$ cat config.mk
export PLATFORM = sky130hd
export DESIGN_NAME = bsem_ffz
export DESIGN_NICKNAME = d
export VERILOG_FILES = /design/src/hw/rtl/bsem_ffz.sv
export SDC_FILE = /design/constraint.sdc
export NUM_CORES = 1
export LEC_CHECK = 0
export ABC_AREA = 1
export BUFFER_PORTS_ARGS = -buffer_cell sky130_fd_sc_hd__buf_2
export CAP_MARGIN = 10
export CORE_AREA = 2 2 101 103
export DETAILED_ROUTE_END_ITERATION = 8
export DIE_AREA = 0 0 103 105
export PLACE_DENSITY = 0.87
export SLEW_MARGIN = 40
export SYNTH_ARGS = -nofsm -noshare
export SYNTH_HDL_FRONTEND = slang
export SYNTH_SLANG_ARGS = --single-unit
export TNS_END_PERCENT = 50
$ cat constraint.sdc
create_clock -name vclk -period 1.9
set_input_delay 0.38 -clock vclk [all_inputs]
set_output_delay 0.38 -clock vclk [all_outputs]
set_load 0.01 [all_outputs]
$ cat src/hw/rtl/bsem_ffz.sv
// Binary tree that finds the lowest closed entry in the open-mark vector.
`default_nettype none

module bsem_ffz #(
    parameter int ENTRIES = 256,
    parameter int AW      = 8
) (
    input  wire logic [ENTRIES-1:0] i_marks,
    output logic                    o_found,
    output logic [AW-1:0]           o_index
);

    localparam int LVLS = $clog2(ENTRIES);
    localparam int PAD  = 2 ** LVLS;

    logic          found [LVLS+1][PAD];
    logic [AW-1:0] idx   [LVLS+1][PAD];

    genvar l, j;
    generate
        for (j = 0; j < PAD; j++) begin : g_leaf
            if (j < ENTRIES) begin : g_real
                assign found[0][j] = ~i_marks[j];
            end else begin : g_pad
                assign found[0][j] = 1'b0;
            end
            assign idx[0][j] = '0;
        end
        for (l = 0; l < LVLS; l++) begin : g_lvl
            for (j = 0; j < (PAD >> (l + 1)); j++) begin : g_node
                // prefer the left (lower) child; right child sets bit l
                assign found[l+1][j] = found[l][2*j] | found[l][2*j+1];
                assign idx[l+1][j]   = found[l][2*j] ? idx[l][2*j]
                                     : (idx[l][2*j+1] | (AW'(1) << l));
            end
            for (j = (PAD >> (l + 1)); j < PAD; j++) begin : g_unused
                assign found[l+1][j] = 1'b0;
                assign idx[l+1][j]   = '0;
            end
        end
    endgenerate

    assign o_found = found[LVLS][0];
    assign o_index = idx[LVLS][0];

endmodule

`default_nettype wire

**Word-level counts from Yosys, hierarchy flattened**

Index checks and enable logic that the tools add are counted.

- Register bits: 0
- Bits of input ports: 256
- Output and inout port bits: 9

- Muxes and demuxes: 255
- Bitwise logic cells: 511

Operators by type and width:

| cell | number |
|---|---|
| 1-bit NOT | 256 |
| 1-bit OR | 255 |
| 8-bit 2-to-1 mux | 25 |
| 1-bit 2-to-1 mux | 128 |
| 2-bit 2-to-1 mux | 64 |
| 7-bit 2-to-1 mux | 16 |
| 6-bit 2-to-1 mux | 8 |
| 3-bit 2-to-1 mux | 8 |
| 5-bit 2-to-1 mux | 4 |
| 4-bit 2-to-1 mux | 2 |

**Depth between registers and ports, before layout**

- Depth in word-level cells: 9
- Depth in mapped cells: 13
- Depth with buffers taken out: 13

**Worst setup path after synthesis**

OpenSTA, ideal clock, no wires.

- Kind: input-to-output
- Start: input i_marks[144]
- End: output o_index[1]
- Arrival time: 1.472 ns
- Data required time: 1.520 ns
- Path slack: 0.048 ns
- Stages on the path: 12
- Path buffers: 0
- Cells stage by stage: nand2_1 nor2_4 nand2_4 nor2_2 nand2_1 nor2_2 nand2_1 nor2_4 nor2_4 nand2_1 nand2_1 nor2_1

- Cells in the longest elaborated chain, start to end: 9

Ends and longest elaborated chain:

| what | RTL line | source |
|---|---|---|
| from (decl) | 8 | `input wire logic [ENTRIES-1:0] i_marks,` |
| 1-bit NOT * | 23 | `assign found[0][j] = ~i_marks[j];` |
| 1-bit OR * | 32 | `assign found[l+1][j] = found[l][2*j] \| found[l][2*j+1];` |
| 2-bit 2-to-1 mux / 1-bit OR (equally long branches) | 33, 32 |  |
| 7-bit 2-to-1 mux / 1-bit OR (equally long branches) (4 in series) | 33, 32 |  |
| 7-bit 2-to-1 mux * | 33 | `assign idx[l+1][j] = found[l][2*j] ? idx[l][2*j]` |
| 8-bit 2-to-1 mux * | 33 |  |
| to (decl) | 10 | `output logic [AW-1:0] o_index` |

Mark *: on every way between the ends. The rest lies on a longest branch, timed or not.

**Worst setup path in the final report**

- Start: input i_marks[53]
- End: output o_index[1]

- Cells in the longest elaborated chain, start to end: 9

Ends and longest elaborated chain:

| what | RTL line |
|---|---|
| 1-bit NOT * | 23 |
| 1-bit OR * | 32 |
| 2-bit 2-to-1 mux / 1-bit OR (equally long branches) | 33, 32 |
| 3-bit 2-to-1 mux / 1-bit OR (equally long branches) | 33, 32 |
| 8-bit 2-to-1 mux / 1-bit OR (equally long branches) (4 in series) | 33, 32 |
| 8-bit 2-to-1 mux * | 33 |

Marked as above.

==> metrics.log <==
[metrics] status: finished, violations left
[metrics] failing checks: negative setup slack
[metrics] I/O pin count: 265
[metrics] Fillers: 624
[metrics] count of clock buffers in the final design: 0
[metrics] area of combinational cells with multiple inputs: 3900 um2
[metrics] weighted congestion reported at the end of routability-driven placement: 0.921
[metrics] post-synthesis instance area: 3740 um2
[metrics] Mapped Nets: 1068
[metrics] # nets final: 1538
[metrics] number of sequential cells in the layout: 0
[metrics] share of final-layout standard cells stronger than drive strength 1: 0.534
[metrics] Iter 0 DRT Violations: 418
[metrics] total area of sequential cells: 0 um2
[metrics] vias per inst: 5.34
[metrics] number of input and output port buffers inserted: 265
[metrics] Slew Viols, Final: 0
[metrics] via count: 7544
[metrics] final antenna-violating net count: 0
[metrics] instance count of the mapped netlist: 812
[metrics] worst slew margin relative to its limit: 0.786
[metrics] Die Footprint: 10800 um2
[metrics] wire per inst: 15.5 um
[metrics] number of antenna violations at the first check in global routing: 0
[metrics] die height: 105 um
[metrics] Overall Power: 1.12 mW
[metrics] post-placement worst setup slack: -0.357 ns
[metrics] min setup slack post-route: -0.337 ns
[metrics] wirelength, routed: 21.8 mm
[metrics] filler-free cell count of the finished design: 1413
[metrics] number of warnings issued by yosys: 0
[metrics] total core area: 9640 um2
[metrics] count of hold buffers inserted by post-cts repair: 0
[metrics] synthesis-to-finish area growth: 107%
[metrics] setup tns final: -2.33 ns
[metrics] transition time of the tightest slew-check pin: 0.318 ns
[metrics] combined global-route utilization of all metal layers: 0.333
[metrics] final setup violating endpoints: 9
[metrics] setup repair after global routing missed its margin: true
[metrics] Hold Slack: 1.27 ns
[metrics] Mean Syn Cell Area: 4.61 um2
[metrics] ANT cells: 0
[metrics] row cnt: 36
[metrics] Pwr per Cell Area: 145 nW/um2
[metrics] maximum vdd ir drop: 0.125 mV
[metrics] required arrival time at the worst endpoint: 1.52 ns
[metrics] final count of hold timing violations: 0
[metrics] Fmax: 447 MHz
[metrics] half-perimeter wire length of the detailed placement result: 13.7 mm
[metrics] Min Clock Period, post-route: 2.24 ns
[metrics] total overflow reported by the global router: 0
[metrics] number of global-route vias before repair: 7189
[metrics] CP Max Fanout: 3
[metrics] wire length of the first global-routing pass: 30.1 mm
[metrics] number of design rule violations left after detail routing: 0
[metrics] Crit Path Category: in -> out
[metrics] # Max-Cap Violations: 0
[metrics] Netlist cell types: 28
[metrics] endpoint kind of the worst setup timing path: output pin
[metrics] starting density of the core: 0.388
[metrics] final worst path period share: 1.18
[metrics] placed insts: 1375
[metrics] Pleak: 4.37 nW
[metrics] x dimension of the die: 103 um
[metrics] DRT Pass-1 Iters: 6
[metrics] pin count of the biggest net entering global routing: 8
[metrics] path class of the lowest-slack min-delay path: in -> out
[metrics] register area share after synthesis: 0
[metrics] CP Launch Type: input pin
[metrics] worst endpoint data arrival time: 1.86 ns
-- cell families after synthesis --
logic type	Yosys count	share of synthesized area
compound gates	116	0.169
buf+inv	120	0.123
simple gates	576	0.709
-- power by group --
part	total (mW)	internal (mW)	switching [mW]
Clock	0	0	0
Sequential	0	0	0
Combinational	1.12	0.565	0.559
-- critical path, cell delays in order --
cell	delay, ns
buf_2	0.19
nand2_2	0.11
nor2_4	0.13
nand2_4	0.08
buf_4	0.14
inv_1	0.07
nand4_1	0.08
nand3_1	0.10
nand3_1	0.11
nand2_1	0.10
nand2_1	0.07
nor2_2	0.15
buf_2	0.15
-- timing repair --
action	CTS	global route
setup endpoints to repair	9	9
buffers inserted	21	17
resized for setup	129	133
gates cloned	0	0
endpoints found under the hold margin	0	0
pin swaps	88	84
-- metrics by stage --
stage	utilization	area [um2]
after floorplan	-	3740
after global placement	0.672	6480
after detailed placement	0.672	6480
after CTS	0.741	7140
after global routing	0.804	7750
final	0.804	7750
-- cells in the mapped netlist, drive strengths merged --
cell type,number,share of area
a21boi,3,0.0060
o211ai,6,0.012
a31oi,8,0.013
nand3,85,0.12
o21bai,1,0.0020
nor3,7,0.013
o21a,5,0.010
nand2,362,0.38
inv,118,0.12
clkinv,2,0.0037
nand4,14,0.023
a21oi,29,0.039
nor4,1,0.0017
nor2,107,0.17
o21ai,64,0.087
-- placed cells by master, fill, tap and decap left out, drive strengths merged, types with 5 or more instances in the layout --
master  netlist  final
a21oi        29     29
o21a          5      5
nand2       362    362
o211ai        6      6
buf           0    467
a31oi         8      8
nand3        85     85
o21ai        64     64
nand4        14     14
nor3          7      7
nor2        107    107
inv         118    118
-- cell type report --
type,count,share of cell area
Multi-Input combinational cell,692,0.503
Tap cell,133,0.0215
Inverter,120,0.0593
Timing Repair Buffer,468,0.416
-- worst paths after layout --
kind	end	startpoint	slack, ns	cells past startpoint
max	o_index[1]	i_marks[53]	-0.34	13
min	o_found	i_marks[255]	1.27	5
-- layer usage --
metal | GRT usage | wire (um)
met1 | 0.333 | 7390
met2 | 0.628 | 11400
met3 | 0.0649 | 1630
met4 | 0.171 | 1460
met5 | 0.0103 | 0
(Power assumes the default switching activity.)
